**src/rtl/rfa_pkg.sv**
```systemverilog
// ----------------------------------------------------------------------------
// Rational fraction ALU package
// Command codes, request and response payload types, default operand width.
// ----------------------------------------------------------------------------
package rfa_pkg;

   localparam int OperandBitsDefault = 16;

   localparam logic [2:0] CMD_ADD    = 3'd0;
   localparam logic [2:0] CMD_SUB    = 3'd1;
   localparam logic [2:0] CMD_MUL    = 3'd2;
   localparam logic [2:0] CMD_DIV    = 3'd3;
   localparam logic [2:0] CMD_REDUCE = 3'd4;

   typedef struct packed {
      logic [2:0]          command;
      logic signed [15:0]  first_num;
      logic signed [15:0]  first_den;
      logic signed [15:0]  second_num;
      logic signed [15:0]  second_den;
   } req_payload_type;

   typedef struct packed {
      logic signed [31:0]  result_num;
      logic [29:0]         result_den;
   } rsp_payload_type;

endpackage

```
**src/rtl/rational_fraction_alu.sv**
```systemverilog
// ----------------------------------------------------------------------------
// Rational fraction ALU
// Add, subtract, multiply, divide or reduce signed fractions, with the
// result in lowest terms via a shared bit-serial divider if no numerator is 0.
// ----------------------------------------------------------------------------
// Usage
//   Request channel (req_valid / req_ready / req_payload) carries a command
//   and two fractions; the response channel (rsp_valid / rsp_ready /
//   rsp_payload) returns one fraction per request, 0/0 when invalid.
//   One request is worked on at a time: req_ready is high only while the
//   sequencer is idle. A finished response sits in the output register, so
//   the next request is accepted while the receiver still stalls; the
//   sequencer only waits for the output register to free up before it
//   writes the following response.
//   Every remainder or quotient comes from one restoring divider, one bit
//   per cycle, W = 2*OPERAND_BITS+2 bits wide, with a GCD test after each
//   Euclid step. Add and subtract run a second GCD over the denominators
//   first. Shortcut cases go from dispatch straight to the done state.
//   Reset (synchronous, active high) returns the sequencer to idle and
//   drops any response not yet taken.
// ----------------------------------------------------------------------------
module rational_fraction_alu
   import rfa_pkg::*;
#(
   parameter int OPERAND_BITS = OperandBitsDefault
) (
   input  logic            clock,
   input  logic            reset,
   input  logic            req_valid,
   output logic            req_ready,
   input  req_payload_type req_payload,
   output logic            rsp_valid,
   input  logic            rsp_ready,
   output rsp_payload_type rsp_payload
);

   localparam int N  = OPERAND_BITS;
   localparam int MW = N + 1;          // multiplier operand width
   localparam int W  = 2 * N + 2;      // working width
   localparam int CW = $clog2(W + 1);

   typedef enum logic [7:0] {
      ST_IDLE = 8'b0000_0001,
      ST_DISP = 8'b0000_0010,
      ST_MUL  = 8'b0000_0100,
      ST_RED  = 8'b0000_1000,
      ST_GCD  = 8'b0001_0000,
      ST_GDIV = 8'b0010_0000,
      ST_QDIV = 8'b0100_0000,
      ST_DONE = 8'b1000_0000
   } state_type;

   state_type               state_ff, state_in;
   logic [2:0]              cmd_ff, cmd_in;
   logic signed [N-1:0]     xn_ff, xn_in, xd_ff, xd_in, yn_ff, yn_in, yd_ff, yd_in;
   logic signed [W-1:0]     num_ff, num_in, den_ff, den_in;
   logic [W-1:0]            p_ff, p_in, q_ff, q_in, ga_ff, ga_in, gb_ff, gb_in;
   logic                    neg_ff, neg_in, add_ff, add_in;
   logic [1:0]              step_ff, step_in;
   logic [W-1:0]            dq_ff, dq_in, dr_ff, dr_in, dv_ff, dv_in;
   logic [CW-1:0]           cnt_ff, cnt_in;
   logic signed [W-1:0]     res_num_ff, res_num_in;
   logic [W-1:0]            res_den_ff, res_den_in;
   logic                    rsp_valid_ff, rsp_valid_in;
   rsp_payload_type         rsp_ff, rsp_in;

   // shared divider datapath
   logic [W:0]              div_shift, div_diff;
   logic                    div_ge, div_done;
   logic [W-1:0]            div_rem, div_quo;

   // shared multiplier
   logic signed [MW-1:0]    mul_a, mul_b;
   logic signed [W-1:0]     mul_p;

   // operand entry
   logic signed [N-1:0]     ex_xn, ex_xd, ex_yn, ex_yd;

   // reduce entry
   logic [W-1:0]            red_pm, red_qm;

   function automatic logic signed [N-1:0] take_op(input logic [15:0] raw);
      logic [N-1:0] v;
      v = N'(raw);
      if (v == {1'b1, {(N-1){1'b0}}}) begin
         v = v + N'(1);
      end
      return signed'(v);
   endfunction

   always_comb begin
      ex_xn = take_op(req_payload.first_num);
      ex_xd = take_op(req_payload.first_den);
      ex_yn = take_op(req_payload.second_num);
      ex_yd = take_op(req_payload.second_den);
      if (ex_xd < 0) begin
         ex_xd = -ex_xd;
         ex_xn = -ex_xn;
      end
      if (ex_yd < 0) begin
         ex_yd = -ex_yd;
         ex_yn = -ex_yn;
      end
      // subtract is add with the second numerator negated
      if (req_payload.command == CMD_SUB) begin
         ex_yn = -ex_yn;
      end
   end

   // one quotient bit a cycle
   assign div_shift = {dr_ff, dq_ff[W-1]};
   assign div_diff  = div_shift - {1'b0, dv_ff};
   assign div_ge    = div_shift >= {1'b0, dv_ff};
   assign div_rem   = div_ge ? div_diff[W-1:0] : div_shift[W-1:0];
   assign div_quo   = {dq_ff[W-2:0], div_ge};
   assign div_done  = (cnt_ff == CW'(W));

   // multiplier operand selection
   always_comb begin
      mul_a = MW'(xn_ff);
      mul_b = MW'(yn_ff);
      case (cmd_ff)
         CMD_MUL: begin
            mul_a = (step_ff == 2'd0) ? MW'(xn_ff) : MW'(xd_ff);
            mul_b = (step_ff == 2'd0) ? MW'(yn_ff) : MW'(yd_ff);
         end
         CMD_DIV: begin
            mul_a = (step_ff == 2'd0) ? MW'(xn_ff) : MW'(xd_ff);
            mul_b = (step_ff == 2'd0) ? MW'(yd_ff) : MW'(yn_ff);
         end
         default: begin
            // add: lcm = (xd/g)*yd, then xn*(yd/g) + yn*(xd/g)
            if (step_ff == 2'd0) begin
               mul_a = signed'({1'b0, p_ff[N-1:0]});
               mul_b = MW'(yd_ff);
            end else if (step_ff == 2'd1) begin
               mul_a = MW'(xn_ff);
               mul_b = signed'({1'b0, q_ff[N-1:0]});
            end else begin
               mul_a = MW'(yn_ff);
               mul_b = signed'({1'b0, p_ff[N-1:0]});
            end
         end
      endcase
   end

   assign mul_p  = mul_a * mul_b;
   assign red_pm = num_ff[W-1] ? W'(-num_ff) : W'(num_ff);
   assign red_qm = den_ff[W-1] ? W'(-den_ff) : W'(den_ff);

   always_comb begin
      state_in     = state_ff;
      cmd_in       = cmd_ff;
      xn_in        = xn_ff;
      xd_in        = xd_ff;
      yn_in        = yn_ff;
      yd_in        = yd_ff;
      num_in       = num_ff;
      den_in       = den_ff;
      p_in         = p_ff;
      q_in         = q_ff;
      ga_in        = ga_ff;
      gb_in        = gb_ff;
      neg_in       = neg_ff;
      add_in       = add_ff;
      step_in      = step_ff;
      dq_in        = dq_ff;
      dr_in        = dr_ff;
      dv_in        = dv_ff;
      cnt_in       = cnt_ff;
      res_num_in   = res_num_ff;
      res_den_in   = res_den_ff;
      rsp_valid_in = rsp_valid_ff;
      rsp_in       = rsp_ff;

      // release the output register once the receiver takes it
      if (rsp_valid_ff && rsp_ready) begin
         rsp_valid_in = 1'b0;
      end

      unique case (state_ff)
         ST_IDLE: begin
            if (req_valid) begin
               cmd_in   = req_payload.command;
               xn_in    = ex_xn;
               xd_in    = ex_xd;
               yn_in    = ex_yn;
               yd_in    = ex_yd;
               state_in = ST_DISP;
            end
         end

         ST_DISP: begin
            res_num_in = '0;
            res_den_in = '0;
            step_in    = 2'd0;
            if (cmd_ff == CMD_REDUCE) begin
               num_in   = W'(xn_ff);
               den_in   = W'(xd_ff);
               state_in = ST_RED;
            end else if (cmd_ff > CMD_REDUCE || xd_ff == '0 || yd_ff == '0) begin
               state_in = ST_DONE;
            end else begin
               case (cmd_ff)
                  CMD_MUL: state_in = ST_MUL;
                  CMD_DIV: state_in = (yn_ff == '0) ? ST_DONE : ST_MUL;
                  default: begin
                     // pass the other operand through when one numerator is zero
                     if (xn_ff == '0) begin
                        res_num_in = W'(yn_ff);
                        res_den_in = W'(yd_ff);
                        state_in   = ST_DONE;
                     end else if (yn_ff == '0) begin
                        res_num_in = W'(xn_ff);
                        res_den_in = W'(xd_ff);
                        state_in   = ST_DONE;
                     end else begin
                        p_in     = W'(xd_ff);
                        q_in     = W'(yd_ff);
                        ga_in    = W'(xd_ff);
                        gb_in    = W'(yd_ff);
                        add_in   = 1'b1;
                        state_in = ST_GCD;
                     end
                  end
               endcase
            end
         end

         ST_MUL: begin
            step_in = step_ff + 2'd1;
            if (cmd_ff == CMD_MUL || cmd_ff == CMD_DIV) begin
               if (step_ff == 2'd0) begin
                  num_in = mul_p;
               end else begin
                  den_in   = mul_p;
                  state_in = ST_RED;
               end
            end else begin
               if (step_ff == 2'd0) begin
                  den_in = mul_p;
               end else if (step_ff == 2'd1) begin
                  num_in = mul_p;
               end else begin
                  num_in   = num_ff + mul_p;
                  state_in = ST_RED;
               end
            end
         end

         ST_RED: begin
            add_in = 1'b0;
            if (den_ff == '0) begin
               res_num_in = '0;
               res_den_in = '0;
               state_in   = ST_DONE;
            end else if (num_ff == '0) begin
               res_num_in = '0;
               res_den_in = red_qm;
               state_in   = ST_DONE;
            end else begin
               neg_in   = num_ff[W-1] ^ den_ff[W-1];
               p_in     = red_pm;
               q_in     = red_qm;
               ga_in    = red_pm;
               gb_in    = red_qm;
               state_in = ST_GCD;
            end
         end

         ST_GCD: begin
            dr_in  = '0;
            cnt_in = '0;
            if (gb_ff == '0) begin
               // ga holds the gcd: divide both parts by it
               dq_in    = p_ff;
               dv_in    = ga_ff;
               step_in  = 2'd0;
               state_in = ST_QDIV;
            end else begin
               dq_in    = ga_ff;
               dv_in    = gb_ff;
               state_in = ST_GDIV;
            end
         end

         ST_GDIV: begin
            if (!div_done) begin
               dq_in  = div_quo;
               dr_in  = div_rem;
               cnt_in = cnt_ff + CW'(1);
            end else begin
               ga_in    = gb_ff;
               gb_in    = dr_ff;
               state_in = ST_GCD;
            end
         end

         ST_QDIV: begin
            if (!div_done) begin
               dq_in  = div_quo;
               dr_in  = div_rem;
               cnt_in = cnt_ff + CW'(1);
            end else if (step_ff == 2'd0) begin
               p_in    = dq_ff;
               dq_in   = q_ff;
               dr_in   = '0;
               cnt_in  = '0;
               step_in = 2'd1;
            end else begin
               q_in    = dq_ff;
               step_in = 2'd0;
               if (add_ff) begin
                  state_in = ST_MUL;
               end else begin
                  res_num_in = neg_ff ? -signed'(p_ff) : signed'(p_ff);
                  res_den_in = dq_ff;
                  state_in   = ST_DONE;
               end
            end
         end

         ST_DONE: begin
            // hold until the output register is free
            if (!rsp_valid_ff || rsp_ready) begin
               rsp_in.result_num = 32'(res_num_ff);
               rsp_in.result_den = 30'(res_den_ff);
               rsp_valid_in      = 1'b1;
               state_in          = ST_IDLE;
            end
         end

         default: state_in = ST_IDLE;
      endcase
   end

   always_ff @(posedge clock) begin
      if (reset) begin
         state_ff     <= ST_IDLE;
         rsp_valid_ff <= 1'b0;
         add_ff       <= 1'b0;
         step_ff      <= 2'd0;
         cnt_ff       <= '0;
      end else begin
         state_ff     <= state_in;
         rsp_valid_ff <= rsp_valid_in;
         add_ff       <= add_in;
         step_ff      <= step_in;
         cnt_ff       <= cnt_in;
      end
   end

   always_ff @(posedge clock) begin
      cmd_ff     <= cmd_in;
      xn_ff      <= xn_in;
      xd_ff      <= xd_in;
      yn_ff      <= yn_in;
      yd_ff      <= yd_in;
      num_ff     <= num_in;
      den_ff     <= den_in;
      p_ff       <= p_in;
      q_ff       <= q_in;
      ga_ff      <= ga_in;
      gb_ff      <= gb_in;
      neg_ff     <= neg_in;
      dq_ff      <= dq_in;
      dr_ff      <= dr_in;
      dv_ff      <= dv_in;
      res_num_ff <= res_num_in;
      res_den_ff <= res_den_in;
      rsp_ff     <= rsp_in;
   end

   assign req_ready   = (state_ff == ST_IDLE);
   assign rsp_valid   = rsp_valid_ff;
   assign rsp_payload = rsp_ff;

endmodule

```
**config.mk**
```make
export PLATFORM = sky130hd
export DESIGN_NAME = rational_fraction_alu
export DESIGN_NICKNAME = d
export VERILOG_FILES = /design/src/rtl/rfa_pkg.sv /design/src/rtl/rational_fraction_alu.sv
export SDC_FILE = /design/constraint.sdc
export NUM_CORES = 2
export LEC_CHECK = 0
export ABC_AREA = 0
export BUFFER_PORTS_ARGS = -buffer_cell sky130_fd_sc_hd__clkbuf_2
export CORE_UTILIZATION = 50
export CTS_CLUSTER_DIAMETER = 40
export DETAILED_ROUTE_END_ITERATION = 6
export GPL_TIMING_DRIVEN = 0
export PLACE_DENSITY = 0.8
export SLEW_MARGIN = 10
export SYNTH_ARGS = -nofsm -noshare
export SYNTH_HDL_FRONTEND = slang
export SYNTH_SLANG_ARGS = --single-unit
```
**constraint.sdc**
```tcl
create_clock -name clock -period 10.3 [get_ports clock]
set_clock_uncertainty 0.15 [all_clocks]
set_input_delay 1.545 -clock clock [delete_from_list [all_inputs] [get_ports clock]]
set_output_delay 1.545 -clock clock [all_outputs]
set_load 0.01 [all_outputs]
```
### Word level (Yosys, flattened, before mapping)

Index checks and enable logic that the tools add are counted.

| word-level totals | value |
|---|---|
| flip-flop bits (word level) | 516 |
| bits of input ports | 71 |
| logic and storage cells | 250 |
| output and inout port bits | 64 |

| cells by class | value |
|---|---|
| reductions and logical operators | 35 |
| bitwise operators | 3 |
| order comparisons | 4 |
| $add $sub $neg | 16 |
| eq/ne operators | 43 |
| multiply operators | 1 |
| multiplexer cells | 124 |

Operators with widths:

| cell | number |
|---|---|
| 34-bit two-way mux | 38 |
| 34-bit case mux with 3 select lines | 6 |
| 32-bit two-way mux | 11 |
| 30-bit two-way mux | 10 |
| 16-bit two-way mux | 10 |
| 8-bit two-way mux | 17 |
| 34-bit case mux with 2 select lines | 2 |
| 17-bit two-way mux | 7 |
| 34-bit logical NOT | 3 |
| 32-bit case mux with 3 select lines | 1 |
| 30-bit case mux with 3 select lines | 1 |
| 16-bit negator | 5 |
| 34-bit negator | 2 |
| 16-bit by 1-bit adder with 16-bit output (second input constant) | 4 |
| 16-bit equality test (second input constant) | 4 |
| 16-bit logical NOT | 4 |
| 8-bit case mux with 8 select lines | 1 |
| 2-bit != test (second input constant) | 18 |
| 35-bit by 34-bit greater-or-equal comparator with 1-bit output | 1 |
| 34-bit adder | 1 |
| 17-bit by 17-bit multiplier with 34-bit output | 1 |
| 17-bit case mux with 2 select lines | 1 |
| 34-bit subtractor | 1 |
| 16-bit by 1-bit less-than comparator with 1-bit output (second input constant) | 2 |
| 44 further kinds | 75 |

### Depth between registers and ports, before layout

| logic depth | value |
|---|---|
| word-level depth | 10 |
| mapped depth | 44 |
| gate-level depth less buffers | 40 |

### Worst setup path after synthesis

Ideal clock, no wire load.

| timing | value |
|---|---|
| path kind | reg-to-reg |
| from | register step_ff[0] |
| to | register num_ff[32], data pin |
| setup slack | 0.478 ns |
| arrival time | 9.413 ns |
| clock period less this slack | 9.822 ns |
| path buffers | 3 |
| cell stages (with the launch flop) | 42 |
| path through | dfxtp_1 > inv_1 > ha_1 > clkbuf_1 > o21ai_0 > a21o_1 > clkbuf_1 > nand2_1 > o221ai_1 > clkbuf_1 > nor2_1 > fa_1 > inv_1 > fa_1 > fa_1 > fa_1 > inv_1 > fa_1 > (+6 left out) > a22o_1 > a211oi_1 > o21a_1 > o21ai_0 > a21oi_1 > mux2i_1 > a2111oi_0 > inv_1 > ha_1 > a21o_1 > a21oi_1 > nor2b_1 > or3_1 > nand3_1 > o2111ai_1 > a21oi_1 > nor3b_1 > o31a_1 |

| on the way | value |
|---|---|
| longest elaborated chain between the ends | 10 |
| elaborated cells between the ends (all ways) | 18 |

RTL lines:

| item | line | source |
|---|---|---|
| start: declaration | rational_fraction_alu.sv:59 | `logic [1:0] step_ff, step_in;` |
| start signal: assignment | rational_fraction_alu.sv:348 | `step_ff <= step_in;` |
| 2-bit by 1-bit equality test with 1-bit output | rational_fraction_alu.sv:136, rational_fraction_alu.sv:242 |  |
| 16-bit two-way mux / 17-bit two-way mux (equally long branches) | rational_fraction_alu.sv:136 | `end else if (step_ff == 2'd1) begin` |
| 17-bit two-way mux | rational_fraction_alu.sv:133 | `if (step_ff == 2'd0) begin` |
| 17-bit case mux with 2 select lines / 17-bit two-way mux (equally long branches) | -- |  |
| 17-bit by 17-bit multiplier with 34-bit output | rational_fraction_alu.sv:147 | `assign mul_p = mul_a * mul_b;` |
| 34-bit adder | rational_fraction_alu.sv:245 | `num_in = num_ff + mul_p;` |
| 34-bit two-way mux | rational_fraction_alu.sv:242 | `end else if (step_ff == 2'd1) begin` |
| 34-bit two-way mux | rational_fraction_alu.sv:240 | `if (step_ff == 2'd0) begin` |
| 34-bit two-way mux * | rational_fraction_alu.sv:232 | `if (cmd_ff == CMD_MUL \|\| cmd_ff == CMD_DIV) begin` |
| 34-bit case mux with 2 select lines * | rational_fraction_alu.sv:181 | `unique case (state_ff)` |
| net num_in[32] | rational_fraction_alu.sv:56 | `logic signed [W-1:0] num_ff, num_in, den_ff, den_in;` |
| end signal: assignment | rational_fraction_alu.sv:359 | `num_ff <= num_in;` |
| end: declaration | rational_fraction_alu.sv:56 |  |

Mark *: on every way through the listed nets, which the timed path passes. The rest lies on a longest branch. The select of a mux whose other input is x is not followed.
A chain may end at the register's enable or synchronous reset.

### Worst setup path in the final report

| timing | value |
|---|---|
| from | register step_ff[1] |
| to | register num_ff[33], data pin |

Same word-level chain as after synthesis.

==> flow_metrics.tcl <==
set metrics [dict create \
    tightest_slew_ps 1400 \
    cp-end-kind "flop" \
    die_w_um 289 \
    syn_area_per_cell_um2 9.89 \
    syn_inst 4168 \
    avgRoutedWirePerCell_um 25.5 \
    wl_met2_um 62600 \
    final_common_cell "nand2_1" \
    r2r_start "step_ff[1]" \
    synth_area_um2 41200 \
    rows 104 \
    clk_pin_slew_ps 50 \
    async_reset_ff_frac 0 \
    yosysWarnings 0 \
    io_buffers 131 \
    grt_pass1_wl_um 207000 \
    mostFrequentLayoutCells "nand2_1, edfxtp_1, inv_1" \
    die_h_um 289 \
    yosysTopAreaCell "edfxtp_1" \
    first_iter_violations 4558 \
    hold_ws_ps 265 \
    ctsLongestPathBuffers 3 \
    clockRootBuffer "clkbuf_16" \
    nets 4948 \
    synth_edf_count 498 \
    critPathLaunchType "flop" \
    hold_class "flop to flop" \
    first_pass_iters 7 \
    rsz0062_at_grt "yes" \
    cts_tree "yes" \
    min_period_ps 10060 \
    syn_nets 4712 \
    areaGrowthSynthToFinish_pct 14.2 \
    n_fill_cell 6851 \
    vias_per_cell 6.31 \
    arrival_ps 10250 \
    drcViolationCount 0 \
    dieArea_um2 83600 \
    path_delay_family "adder cells" \
    cts_htree_levels 3 \
    wl_met1_um 52500 \
    status "finished clean" \
    cts-buffers-inserted 78 \
    worstSetupPathType "flop to flop" \
    place_area_um2 43600 \
    critPathSlowestCell "fa_1" \
    ys_seq_area_frac 0.372 \
    cp-startpoint "step_ff[1]" \
    wl_met3_um 17200 \
    synth_seq_cells 516 \
    grt_overflow 0 \
    start_util 0.508 \
    synth_cell_types 72 \
    grt_max_degree 68 \
    wl_um 141000 \
    fin_area_um2 47100 \
    hold_start "res_den_ff[20]" \
    core_um2 81100 \
    synth.area.top_cells "edfxtp_1, fa_1, ha_1" \
    fin_crit_sh 0.976 \
    critPathMaxStageDelay_ps 660 \
    required_ps 10490 \
    gp_congestion 1.04 \
    ys_dominant_reg_cell "edfxtp_1" \
    top_layer_used "met5" \
    grt_pass1_vias 33438 \
    fmax_mhz 99.4 \
    critPathMaxFanout 10 \
    antenna_found_initial 4 \
    setup_viol 0 \
    cap_violations 0 \
    insertion_delay_ps 640 \
    synth_top_area_frac 0.363 \
    post-route-util 0.580 \
    setup_tns_ps 0 \
    r2r_slack_ps 240 \
    relSlewSlack 0.0549 \
    via_count 34918 \
    cts.sinks 516 \
    finalMaxSlewViolations 0 \
    grt_use_total 0.334 \
    holdBufCountCts 0 \
    cp_num_buf_inv 8 \
    io_pins 135 \
    critPathMostFrequentCell "fa_1" \
    ant_nets 0 \
    finalHoldViolations 0 \
    dp_hpwl_um 110000 \
    drive_gt1_frac 0.104 \
]
==> cell usage after synthesis (all sizes together), types with 12 or more instances <==
master / count
mux2i: 135
ha: 175
nand2: 512
xor2: 117
or3: 52
a31oi: 26
nand2b: 31
a21oi: 169
nand3: 61
nand3b: 14
o21bai: 13
o211ai: 41
o21ai: 186
nor3: 64
and3: 18
or4: 31
a221o: 34
inv: 435
o41ai: 19
or2: 12
o22ai: 25
a22oi: 26
dfxtp: 18
and2: 18
o21a: 32
nor2: 362
nor2b: 23
nor4: 40
xnor2: 137
clkbuf: 172
fa: 298
nand4: 14
edfxtp: 498
buf: 22
a211oi: 24
o31ai: 54
a21o: 77
o221ai: 25
a211o: 75
==> sequential cells by signal, summed over array words and instances, names as in the netlist, 8 cells and up <==
register and flops:
den_ff 34, dq_ff 34, dr_ff 34, dv_ff 34, ga_ff 34, gb_ff 34
num_ff 34, p_ff 34, q_ff 34, res_den_ff 30, res_num_ff 32, rsp_payload 62
state_ff 8, xd_ff 16, xn_ff 16, yd_ff 16, yn_ff 16
==> final cells by class <==
cell class                 count  area (µm²)  area share
antenna                        3        7.51    0.000160
buffer                       180         807      0.0171
clock buffer                  84        2000      0.0424
clock inverter                60         661      0.0140
inverter                     436        1640      0.0349
multi-input combinational   3021       24200       0.513
sequential                   516       15300       0.325
tap                         1060        1330      0.0282
timing repair buffer         171        1140      0.0243
==> what timing repair did <==
action	CTS	global route
pin swaps	4	8
buffers inserted	11	14
hold endpoints to repair	0	0
setup endpoints to repair	23	10
resized for setup	134	70
==> worst paths after layout <==
check / end / cells after the start
setup / recovery: num_ff[33] / 38
hold / removal: rsp_payload[20] / 0
setup reg to reg: num_ff[33] / 38
hold reg to reg: rsp_payload[20] / 0
==> cell families (layout without fill, tap and decap cells) <==
family,Yosys count,after routing,synth area share
buffers and inverters,631,931,0.0577
multiplexers,140,140,0.0342
other,0,3,0
AO/OA/AOI/OAI,877,877,0.145
flip-flops,516,516,0.372
adder cells (fa/ha/maj),473,473,0.198
AND/OR/NAND/NOR,1277,1277,0.140
XOR/XNOR,254,254,0.0540
==> routing by layer <==
metal | up-vias | track usage
met4 | 2 | 0.180
li1 | 15147 | -
met3 | 515 | 0.0902
met2 | 2322 | 0.512
met1 | 16932 | 0.430
met5 | - | 0
==> metrics by stage <==
step / cells / worst slack (ps)
final: 5531 / 244
after global routing: 5528 / -7.65
after CTS: 5515 / 3.07
after detailed placement: 5374 / -1830
after global placement: 5359 / -2480
after floorplan: 4168 / 478
Power is not shown: default switching activity piles up to over one toggle a cycle in this logic, so the estimate is an artifact.
